==> src/design/sensor_sample_median_filter_assert.svh <==
// Assertion macros for the sensor sample median filter.
// Used by the top level; no other dependencies.
`ifndef SENSOR_SAMPLE_MEDIAN_FILTER_ASSERT_SVH
`define SENSOR_SAMPLE_MEDIAN_FILTER_ASSERT_SVH

// same-cycle implication
`define SMF_ASSERT_NOW(lbl, clk, rst_n, ante, cons) \
	lbl: assert property (@(posedge clk) disable iff (!rst_n) (ante) |-> (cons)) \
		else $error("smf assertion failed");

// next-cycle implication
`define SMF_ASSERT_NEXT(lbl, clk, rst_n, ante, cons) \
	lbl: assert property (@(posedge clk) disable iff (!rst_n) (ante) |=> (cons)) \
		else $error("smf assertion failed");

`endif

==> src/design/smf_pkg.sv <==
// Shared constants and controller/datapath interface types for the median filter.
// No dependencies.
`timescale 1ns / 1ps

package smf_pkg;

	localparam int SMF_AW            = 10;
	localparam int SMF_BLOCK_SAMPLES = 9;

	typedef struct packed {
		logic insert;
		logic pick;
	} dp_cmd_t;

	typedef struct packed {
		logic last;
	} dp_sts_t;

endpackage

==> src/design/smf_ctrl.sv <==
// Controller for the median filter: input acceptance, median pick, output valid.
// Depends on smf_pkg.
`timescale 1ns / 1ps

module smf_ctrl import smf_pkg::*; (
	input  logic    clk,
	input  logic    arst_n,
	input  logic    in_valid,
	output logic    in_ready,
	output logic    out_valid,
	input  logic    out_ready,
	output dp_cmd_t cmd,
	input  dp_sts_t sts
);

	typedef enum logic [1:0] {
		S_LOAD = 2'b01,
		S_PICK = 2'b10
	} state_t;

	state_t state_q, state_d;
	logic   out_valid_q;

	assign in_ready   = (state_q == S_LOAD);
	assign cmd.insert = in_valid && in_ready;
	assign cmd.pick   = (state_q == S_PICK) && (!out_valid_q || out_ready);
	assign out_valid  = out_valid_q;

	always_comb begin
		state_d = state_q;
		case (state_q)
			S_LOAD: begin
				if (cmd.insert && sts.last) begin
					state_d = S_PICK;
				end
			end
			S_PICK: begin
				if (cmd.pick) begin
					state_d = S_LOAD;
				end
			end
			default: begin
				state_d = S_LOAD;
			end
		endcase
	end

	always_ff @(posedge clk or negedge arst_n) begin
		if (!arst_n) begin
			state_q     <= S_LOAD;
			out_valid_q <= 1'b0;
		end else begin
			state_q <= state_d;
			if (cmd.pick) begin
				out_valid_q <= 1'b1;
			end else if (out_ready) begin
				out_valid_q <= 1'b0;
			end
		end
	end

endmodule

==> src/design/smf_dp.sv <==
// Datapath for the median filter: insertion-sorted cell row, one-count, output registers.
// Depends on smf_pkg.
`timescale 1ns / 1ps

module smf_dp import smf_pkg::*; #(
	parameter int BLOCK_SAMPLES = SMF_BLOCK_SAMPLES
) (
	input  logic              clk,
	input  logic              arst_n,
	input  dp_cmd_t           cmd,
	output dp_sts_t           sts,
	input  logic [SMF_AW-1:0] analog_sample,
	input  logic              digital_sample,
	output logic [SMF_AW-1:0] median_analog,
	output logic              median_digital
);

	localparam int CW  = $clog2(BLOCK_SAMPLES + 1);
	localparam int MID = (BLOCK_SAMPLES - 1) / 2;

	logic [SMF_AW-1:0]        cell_q [BLOCK_SAMPLES];
	logic [SMF_AW-1:0]        cell_d [BLOCK_SAMPLES];
	logic [BLOCK_SAMPLES-1:0] gt;
	logic [CW-1:0]            cnt_q;
	logic [CW-1:0]            ones_q;

	for (genvar k = 0; k < BLOCK_SAMPLES; k++) begin : g_cell
		assign gt[k] = (CW'(k) >= cnt_q) || (cell_q[k] > analog_sample);

		if (k == 0) begin : g_head
			assign cell_d[k] = gt[k] ? analog_sample : cell_q[k];
		end else begin : g_body
			assign cell_d[k] = !gt[k]   ? cell_q[k]     :
			                   !gt[k-1] ? analog_sample : cell_q[k-1];
		end

		always_ff @(posedge clk) begin
			if (cmd.insert) begin
				cell_q[k] <= cell_d[k];
			end
		end
	end

	assign sts.last = (cnt_q == CW'(BLOCK_SAMPLES - 1));

	always_ff @(posedge clk or negedge arst_n) begin
		if (!arst_n) begin
			cnt_q  <= '0;
			ones_q <= '0;
		end else if (cmd.pick) begin
			cnt_q  <= '0;
			ones_q <= '0;
		end else if (cmd.insert) begin
			cnt_q  <= cnt_q + CW'(1);
			ones_q <= ones_q + CW'(digital_sample);
		end
	end

	always_ff @(posedge clk) begin
		if (cmd.pick) begin
			median_analog  <= cell_q[MID];
			median_digital <= (ones_q >= CW'(BLOCK_SAMPLES - MID));
		end
	end

endmodule

==> src/design/sensor_sample_median_filter.sv <==
// Top level of the sensor sample median filter: controller plus datapath.
// Depends on smf_pkg, smf_ctrl, smf_dp and sensor_sample_median_filter_assert.svh.
//
//  channel  | handshake             | word
//  ---------+-----------------------+-----------------------------------
//  input    | in_valid / in_ready   | analog_sample, digital_sample
//  output   | out_valid / out_ready | median_analog, median_digital
//
// One input word per cycle: each word is inserted into a sorted cell row on acceptance.
// After the last word of a block, a pick state follows in which the median is picked into the output register.
// That pick waits while the previous median is still unread; input stalls during it.
// Reset clears the sample count and the output valid; sample cells need no reset.
`timescale 1ns / 1ps
`include "sensor_sample_median_filter_assert.svh"

module sensor_sample_median_filter import smf_pkg::*; #(
	parameter int BLOCK_SAMPLES = SMF_BLOCK_SAMPLES
) (
	input  logic              clk,
	input  logic              arst_n,
	input  logic              in_valid,
	output logic              in_ready,
	input  logic [SMF_AW-1:0] analog_sample,
	input  logic              digital_sample,
	output logic              out_valid,
	input  logic              out_ready,
	output logic [SMF_AW-1:0] median_analog,
	output logic              median_digital
);

	dp_cmd_t cmd;
	dp_sts_t sts;

	smf_ctrl u_ctrl (
		.clk       (clk),
		.arst_n    (arst_n),
		.in_valid  (in_valid),
		.in_ready  (in_ready),
		.out_valid (out_valid),
		.out_ready (out_ready),
		.cmd       (cmd),
		.sts       (sts)
	);

	smf_dp #(
		.BLOCK_SAMPLES (BLOCK_SAMPLES)
	) u_dp (
		.clk            (clk),
		.arst_n         (arst_n),
		.cmd            (cmd),
		.sts            (sts),
		.analog_sample  (analog_sample),
		.digital_sample (digital_sample),
		.median_analog  (median_analog),
		.median_digital (median_digital)
	);

	`SMF_ASSERT_NEXT(a_last_stalls, clk, arst_n, cmd.insert && sts.last, !in_ready)
	`SMF_ASSERT_NEXT(a_pick_valid, clk, arst_n, cmd.pick, out_valid)
	`SMF_ASSERT_NOW(a_pick_excl, clk, arst_n, cmd.pick, !cmd.insert)

endmodule

==> config.mk <==
export PLATFORM = sky130hd
export DESIGN_NAME = sensor_sample_median_filter
export DESIGN_NICKNAME = d
export VERILOG_FILES = /design/src/design/smf_pkg.sv /design/src/design/smf_ctrl.sv /design/src/design/smf_dp.sv /design/src/design/sensor_sample_median_filter.sv
export VERILOG_INCLUDE_DIRS = /design/src /design/src/design
export SDC_FILE = /design/constraint.sdc
export NUM_CORES = 1
export LEC_CHECK = 0
export BUFFER_PORTS_ARGS = -buffer_cell sky130_fd_sc_hd__buf_4
export CAP_MARGIN = 30
export CORE_MARGIN = 2
export CORE_UTILIZATION = 25
export DETAILED_ROUTE_END_ITERATION = 8
export HOLD_SLACK_MARGIN = 0.05
export PLACE_DENSITY = 0.39
export SETUP_SLACK_MARGIN = 0.3
export SLEW_MARGIN = 20
export SYNTH_ARGS = -nofsm -noshare
export SYNTH_HDL_FRONTEND = slang
export SYNTH_HIERARCHICAL = 1
export SYNTH_SLANG_ARGS = --single-unit
export TNS_END_PERCENT = 1
==> constraint.sdc <==
create_clock -name clk -period 6.8 [get_ports clk]
set_input_delay 0.68 -clock clk [delete_from_list [all_inputs] [get_ports clk]]
set_output_delay 0.68 -clock clk [all_outputs]
set_load 0.01 [all_outputs]
==> results of run 1 <==
## cells in the final DEF, fill, tap and decap left out, types with 3 or more instances in the layout
cell / Yosys / final
a21o_1: 6 / 6
a21oi_1: 18 / 18
and2_1: 5 / 5
and4_1: 3 / 3
buf_4: 2 / 30
clkbuf_16: 0 / 10
clkinv_2: 0 / 3
dfrtp_1: 10 / 10
edfxtp_1: 61 / 61
ha_1: 56 / 56
inv_1: 22 / 22
mux2_2: 31 / 31
mux2_4: 9 / 9
mux2i_1: 5 / 5
nand2_1: 13 / 13
nand2b_1: 3 / 3
nand3_1: 5 / 5
nand4_1: 9 / 9
nor2_1: 11 / 11
nor3_1: 3 / 3
o21ai_0: 6 / 6
xor2_1: 4 / 4
## power by group
part	leakage, nW	total (W)	switching (W)	internal (W)
Combinational	1.16	0.000754	0.000385	0.000369
Clock	0.145	0.000454	0.000186	0.000268
Sequential	0.698	0.000791	0.0000990	0.000692
Total	2.01	0.00200	0.000671	0.00133
## final timing paths
check                           depth (start not counted)                     to               from  slack, ns
worst max-delay path                                    9      u_dp/cell_q[1][6]   analog_sample[9]       3.79
worst min-delay path                                    1         u_dp/ones_q[2]             arst_n       0.17
worst max register to register                          7      u_dp/cell_q[1][6]  u_dp/cell_q[1][8]       4.00
worst min register to register                          0  u_dp/median_analog[0]  u_dp/cell_q[2][0]       0.46
max in group asynchronous                               1      u_ctrl/state_q[0]             arst_n       6.41
min in group clk                                        0  u_dp/median_analog[0]  u_dp/cell_q[2][0]       0.46
## logic make-up (layout without fill, tap and decap cells)
family | count (synthesis) | count (layout) | synth area share
simple gates | 62 | 62 | 0.0813
flops | 72 | 72 | 0.506
fa+ha+maj | 56 | 56 | 0.168
compound gates | 47 | 47 | 0.0756
mux | 45 | 45 | 0.128
xor+xnor | 5 | 5 | 0.0105
buf+inv | 28 | 68 | 0.0306
## flip-flops by register name (all words and copies together), names as in the netlist
register and cells:
u_dp/ones_q 4, u_ctrl/state_q 2, u_ctrl/out_valid 1, u_dp/median_analog 10, u_dp/median_digital 1, u_dp/cnt_q 4, u_dp/cell_q 50
## worst reg2reg max path, cell delays in order (launching register included)
cell and delay, ns:
edfxtp_1 0.41, ha_1 0.32, nand4_1 0.17, o211ai_1 0.14
o31ai_1 0.10, a21oi_1 0.57, buf_4 0.27, and2_1 0.46
## per-layer routing
metal | vias to the layer above | GRT usage | wire length (microns)
met4 | 0 | 0.0514 | 176
met2 | 26 | 0.167 | 4080
met5 | - | 0 | 0
met3 | 13 | 0.0263 | 226
li1 | 1270 | - | -
met1 | 1219 | 0.153 | 4690
## final cells by class
cell class	instances	area (sq um)	area share
inverter	22	82.6	0.0168
tap	220	275	0.0561
clock inverter	5	27.5	0.00561
multi-input combinational	215	1930	0.394
timing repair buffer	30	225	0.0459
sequential	72	2110	0.430
clock buffer	11	254	0.0518
## through the flow
stage	worst slack (ns)	hold WS (ns)	std cells	cell area [sq um]
after floorplan	4.16	0.384	315	4170
after global placement	3.39	0.444	559	4620
after detailed placement	3.41	0.445	559	4620
after CTS	3.79	0.152	575	4910
after global routing	3.49	0.159	575	4910
final	3.79	0.166	575	4910
==> results.ini, run 1 <==
[timing]
rsz0062_at_grt = no
clock-skew-final_ns = 0.00804
fin_tns_setup_ns = 0
hold_viol_final = 0
finalSetupViolCount = 0
period_share = 0.443
timing.fmax_mhz = 332
worstMarginPinSlew_ns = 0.677
final_max_slew_viol_count = 0
fin_crit_ns = 3.01
max_slew_margin = 0.548

[cells_and_area]
antennaDiodeCount = 0
nFillCells = 1693
area_delta_synth_final_pct = 17.7
finalNetCount = 421
final_util = 0.298
drive_above_1_share = 0.262

[logic_synthesis]
syn_inst = 315
synth_nets = 386
yosysSeqAreaShare = 0.506
async_flop_share = 0.153
synth_edf_count = 61
synthTopCellsByArea = edfxtp_1 44%, ha_1 17%, mux2_2 8.4%
synth_cell_type_count = 48
synth_ff_type = edfxtp_1
synth_seq_cells = 72
syn_area_sq_um = 4170
synth.top_cell.area_share = 0.439
synth_top_area_cell = edfxtp_1
avgSynthCellArea_sq_um = 13.2
synth_warnings = 6
yosysMostFrequentCell = edfxtp_1
ys_top_cells_by_count = 61 x edfxtp_1, 56 x ha_1, 31 x mux2_2, 22 x inv_1, 18 x a21oi_1

[drt]
drt_iter0_markers = 124
ant_nets = 0
wirelength_microns = 9170
drt_drc_violations_left = 0
vias = 2528
first_pass_iters = 4
avgRoutedWirePerCell_microns = 15.9
vias_per_cell = 4.40

[floorplanning]
die-area_sq_um = 17700
core-area_sq_um = 16500
die_x_microns = 133
io_pins = 28
fp.dieH_microns = 133
start_util = 0.253
core.rowCount = 47

[cts]
path_clk_slew_ns = 0.06
htreeDepth = 3
clock-sinks = 72
cts_tree = done
cts_resized = 0
ctsHoldBuffers = 0
clk_path_buf_depth = 2
clock_latency_ns = 0.34
cts-root-buf = clkbuf_16
cts_setup_buffers = 0
cts_made_buffers = 9

[setup_path]
cp_top_family = compound AO/OA/AOI/OAI gates
timing.critical_path.cells = buf_4 > inv_1 > ha_1 > nand4_1 > o211ai_1 > o31ai_1 > a21oi_1 > buf_4 > and2_1
cp_common_cell = buf_4
worst_setup_path_start_kind = input port
cp_data_arrival_time_ns = 2.99
crit_slowest_cell = a21oi_1
slowest_delay_ns = 0.57
crit_fanout = 10
critPathCaptureType = flop
crit_buf_inv = 3
crit_type = in2reg
cp.required_ns = 6.78

[place]
place_congestion = 0.753
numPortBuffers = 27
hpwl_microns = 7140

[global_route]
grt_max_degree = 20
overflow = 0
grt_pass1_wl_microns = 14600
grt_pass1_vias = 2548
antenna_found_initial = 0
grt_use_total = 0.111

[power_and_ir_drop]
ir_drop_v = 0.000150
power_w = 0.00200
p_per_area_nw_per_um2 = 408
leakage_nw = 2.01

[job]
cap_violations = 0

[status]
outcome = finished clean

[hold_path]
hold_class = in2async

(Power assumes the default switching activity.)
==> inputs of run 2 (changes only) <==
--- a/config.mk
+++ b/config.mk
@@ -6,13 +6,14 @@
 export SDC_FILE = /design/constraint.sdc
 export NUM_CORES = 1
 export LEC_CHECK = 0
+export ABC_AREA = 1
 export BUFFER_PORTS_ARGS = -buffer_cell sky130_fd_sc_hd__buf_4
 export CAP_MARGIN = 30
 export CORE_MARGIN = 2
 export CORE_UTILIZATION = 25
 export DETAILED_ROUTE_END_ITERATION = 8
 export HOLD_SLACK_MARGIN = 0.05
-export PLACE_DENSITY = 0.39
+export PLACE_DENSITY = 0.4
 export SETUP_SLACK_MARGIN = 0.3
 export SLEW_MARGIN = 20
 export SYNTH_ARGS = -nofsm -noshare
==> constraint.sdc (replaced) <==
create_clock -name clk -period 2.6 [get_ports clk]
set_input_delay 0.26 -clock clk [delete_from_list [all_inputs] [get_ports clk]]
set_output_delay 0.26 -clock clk [all_outputs]
set_load 0.01 [all_outputs]
==> results.ini, run 2 <==
[floorplanning]
die-area_sq_um = 18800
core-area_sq_um = 17300
io_pins = 28
start_util = 0.256
die_x_microns = 137
core.rowCount = 48
fp.dieH_microns = 137

[drt]
avgRoutedWirePerCell_microns = 13.1
drt_drc_violations_left = 0
ant_nets = 0
dr_wl_met2_microns = 4520
top_layer = met4
vias_per_cell = 4.32
wl_met1_microns = 4810
first_pass_iters = 4
vias = 3272
drt_iter0_markers = 117
met3_length_microns = 455
wirelength_microns = 9950

[timing]
fin_crit_ns = 2.04
period_share = 0.785
final_max_slew_viol_count = 0
fin_tns_setup_ns = 0
worstMarginPinSlew_ns = 0.517
hold_viol_final = 0
clock-skew-final_ns = 0.00985
rsz0062_at_grt = no
max_slew_margin = 0.655
timing.fmax_mhz = 490
finalSetupViolCount = 0

[cells_and_area]
drive_above_1_share = 0.148
largest_reg_flops = 50
antennaDiodeCount = 0
nFillCells = 1838
layout_commonest_cell = nand2_1
top_regs = u_dp/cell_q (50), u_dp/median_analog (10)
layout_common_cells = 159 x nand2_1, 61 x inv_1, 61 x edfxtp_1, 56 x ha_1, 54 x nand3_1
largest-register = u_dp/cell_q
finalNetCount = 598
final_area_sq_um = 5230
area_delta_synth_final_pct = 18.1

[cts]
cts-root-buf = clkbuf_16
path_clk_slew_ns = 0.06
clock_latency_ns = 0.33
clk_path_buf_depth = 2
htreeDepth = 3
cts_tree = done
cts_setup_buffers = 0
clock-sinks = 72
cts_made_buffers = 9

[power_and_ir_drop]
internal-power_w = 0.00327
comb_power_share = 0.363
swShare = 0.367
p_per_area_nw_per_um2 = 988
p_clk_frac = 0.247
p_seq_frac = 0.390
ir_drop_v = 0.000294
leakage_nw = 2.50
power_switching_w = 0.00190

[setup_path]
timing.critical_path.cells = ha_1 > nand2_1 > nor2_1 > nand3_1 > nand3_1 > nand2_2 > a21oi_2 > buf_4
cp.required_ns = 2.63
r2r-start = u_dp/cell_q[1][5]
reg2reg_depth = 8
critPathCaptureType = flop
rrSetupSlack_ns = 0.56
cp_common_cell = nand3_1
slowest_delay_ns = 0.40
cp_data_arrival_time_ns = 2.07
timing.rr.end = u_dp/cell_q[1][7]
crit_fanout = 12
critPathLaunch = u_dp/cell_q[1][5]
crit_slowest_cell = edfxtp_1
worst_setup_path_start_kind = flop
cp-endpoint = u_dp/cell_q[1][7]
crit_type = reg2reg

[logic_synthesis]
avgSynthCellArea_sq_um = 9.07
yosysSeqAreaShare = 0.476
yosysMostFrequentCell = nand2_1
synth.top_cell.area_share = 0.414
syn_inst = 488
synth_top_area_cell = edfxtp_1
synth_nets = 559
async_flop_share = 0.153
ys_top_cells_by_count = 159 x nand2_1, 61 x edfxtp_1, 61 x inv_1, 56 x ha_1, 54 x nand3_1
synth_ff_type = edfxtp_1
synth_cell_type_count = 24
synth_edf_count = 61
synth_seq_cells = 72
syn_area_sq_um = 4430
synthTopCellsByArea = edfxtp_1 41%, ha_1 16%, nand2_1 13%
synth_warnings = 6

[global_route]
overflow = 0
grt_max_degree = 13
grt_use_total = 0.116
antenna_found_initial = 0
grt_pass1_wl_microns = 16500
grt_pass1_vias = 3245

[place]
hpwl_microns = 7930
dpl_cell_area_sq_um = 4910
place_congestion = 0.845
numPortBuffers = 27

[hold_path]
worstHoldStart = analog_sample[8]
hold_class = in2reg

[job]
cap_violations = 0

[status]
outcome = finished clean

-- run 2: through the flow --
| step | hold slack [ns] | instances | power (W) | utilization | setup WS [ns] |
|---|---|---|---|---|---|
| 6_report | 0.171 | 757 | 0.00517 | 0.302 | 0.560 |
| 2_1_floorplan | -0.0356 | 488 | 0.00343 | - | 0.604 |
| 5_1_grt | 0.161 | 757 | 0.00563 | 0.302 | 0.382 |
| 3_5_place_dp | 0.111 | 740 | 0.00395 | 0.284 | 0.355 |
| 4_1_cts | 0.153 | 757 | 0.00526 | 0.302 | 0.531 |
| 3_3_place_gp | 0.111 | 740 | 0.00389 | 0.284 | 0.375 |
-- run 2: worst max-delay path: cells and delay by family, from the launching register on --
family / cells / cell delay (ns)
simple gates: 5 / 0.65
flops: 1 / 0.40
fa+ha+maj: 1 / 0.31
buf+inv: 1 / 0.21
compound gates: 1 / 0.17
-- run 2: power groups by stage --
stage               sequential [W]  clock, W  combinational, W
CTS                        0.00202   0.00132           0.00191
global route               0.00206   0.00136           0.00221
floorplan                  0.00197         0           0.00146
detailed placement         0.00204         0           0.00190
global placement           0.00204         0           0.00186
finish                     0.00201   0.00128           0.00188
-- run 2: layout make-up --
cell class,instances,area [sq um],share of cell area
Inverter,62,233,0.0445
Timing Repair Buffer,37,280,0.0536
Tap cell,225,282,0.0538
Multi-Input combinational cell,345,2010,0.385
Sequential cell,72,2110,0.403
Clock inverter,1,5.00,0.000957
Clock buffer,15,309,0.0591
-- run 2: logic make-up (layout without fill, tap and decap cells) --
logic type,count (synthesis),count (layout),share of synthesized area
buf+inv,71,115,0.0690
flops,72,72,0.476
simple gates,257,257,0.255
fa+ha+maj,56,56,0.158
compound gates,32,32,0.0415
-- run 2: how the worst min path moves through the flow --
stage                     depth (start not counted)           endpoint  slack [ns]
after floorplan                                   0   u_ctrl/out_valid       -0.04
after global placement                            1  u_ctrl/state_q[1]        0.11
after detailed placement                          1   u_ctrl/out_valid        0.11
after CTS                                         1  u_dp/cell_q[0][8]        0.15
after global routing                              1  u_dp/cell_q[0][1]        0.16
final                                             1  u_dp/cell_q[0][8]        0.17
-- run 2: repair_timing --
item                                   4_1_cts  5_1_grt
resized for setup                            0        0
hold buffers                                 1        0
endpoints found under the hold margin       11        0
-- run 2: per-layer routing --
metal / GRT usage / vias to the layer above
met2: 0.182 / 57
met3: 0.0189 / 9
met4: 0.0498 / 0
li1: - / 1699
met1: 0.158 / 1507
met5: 0 / -
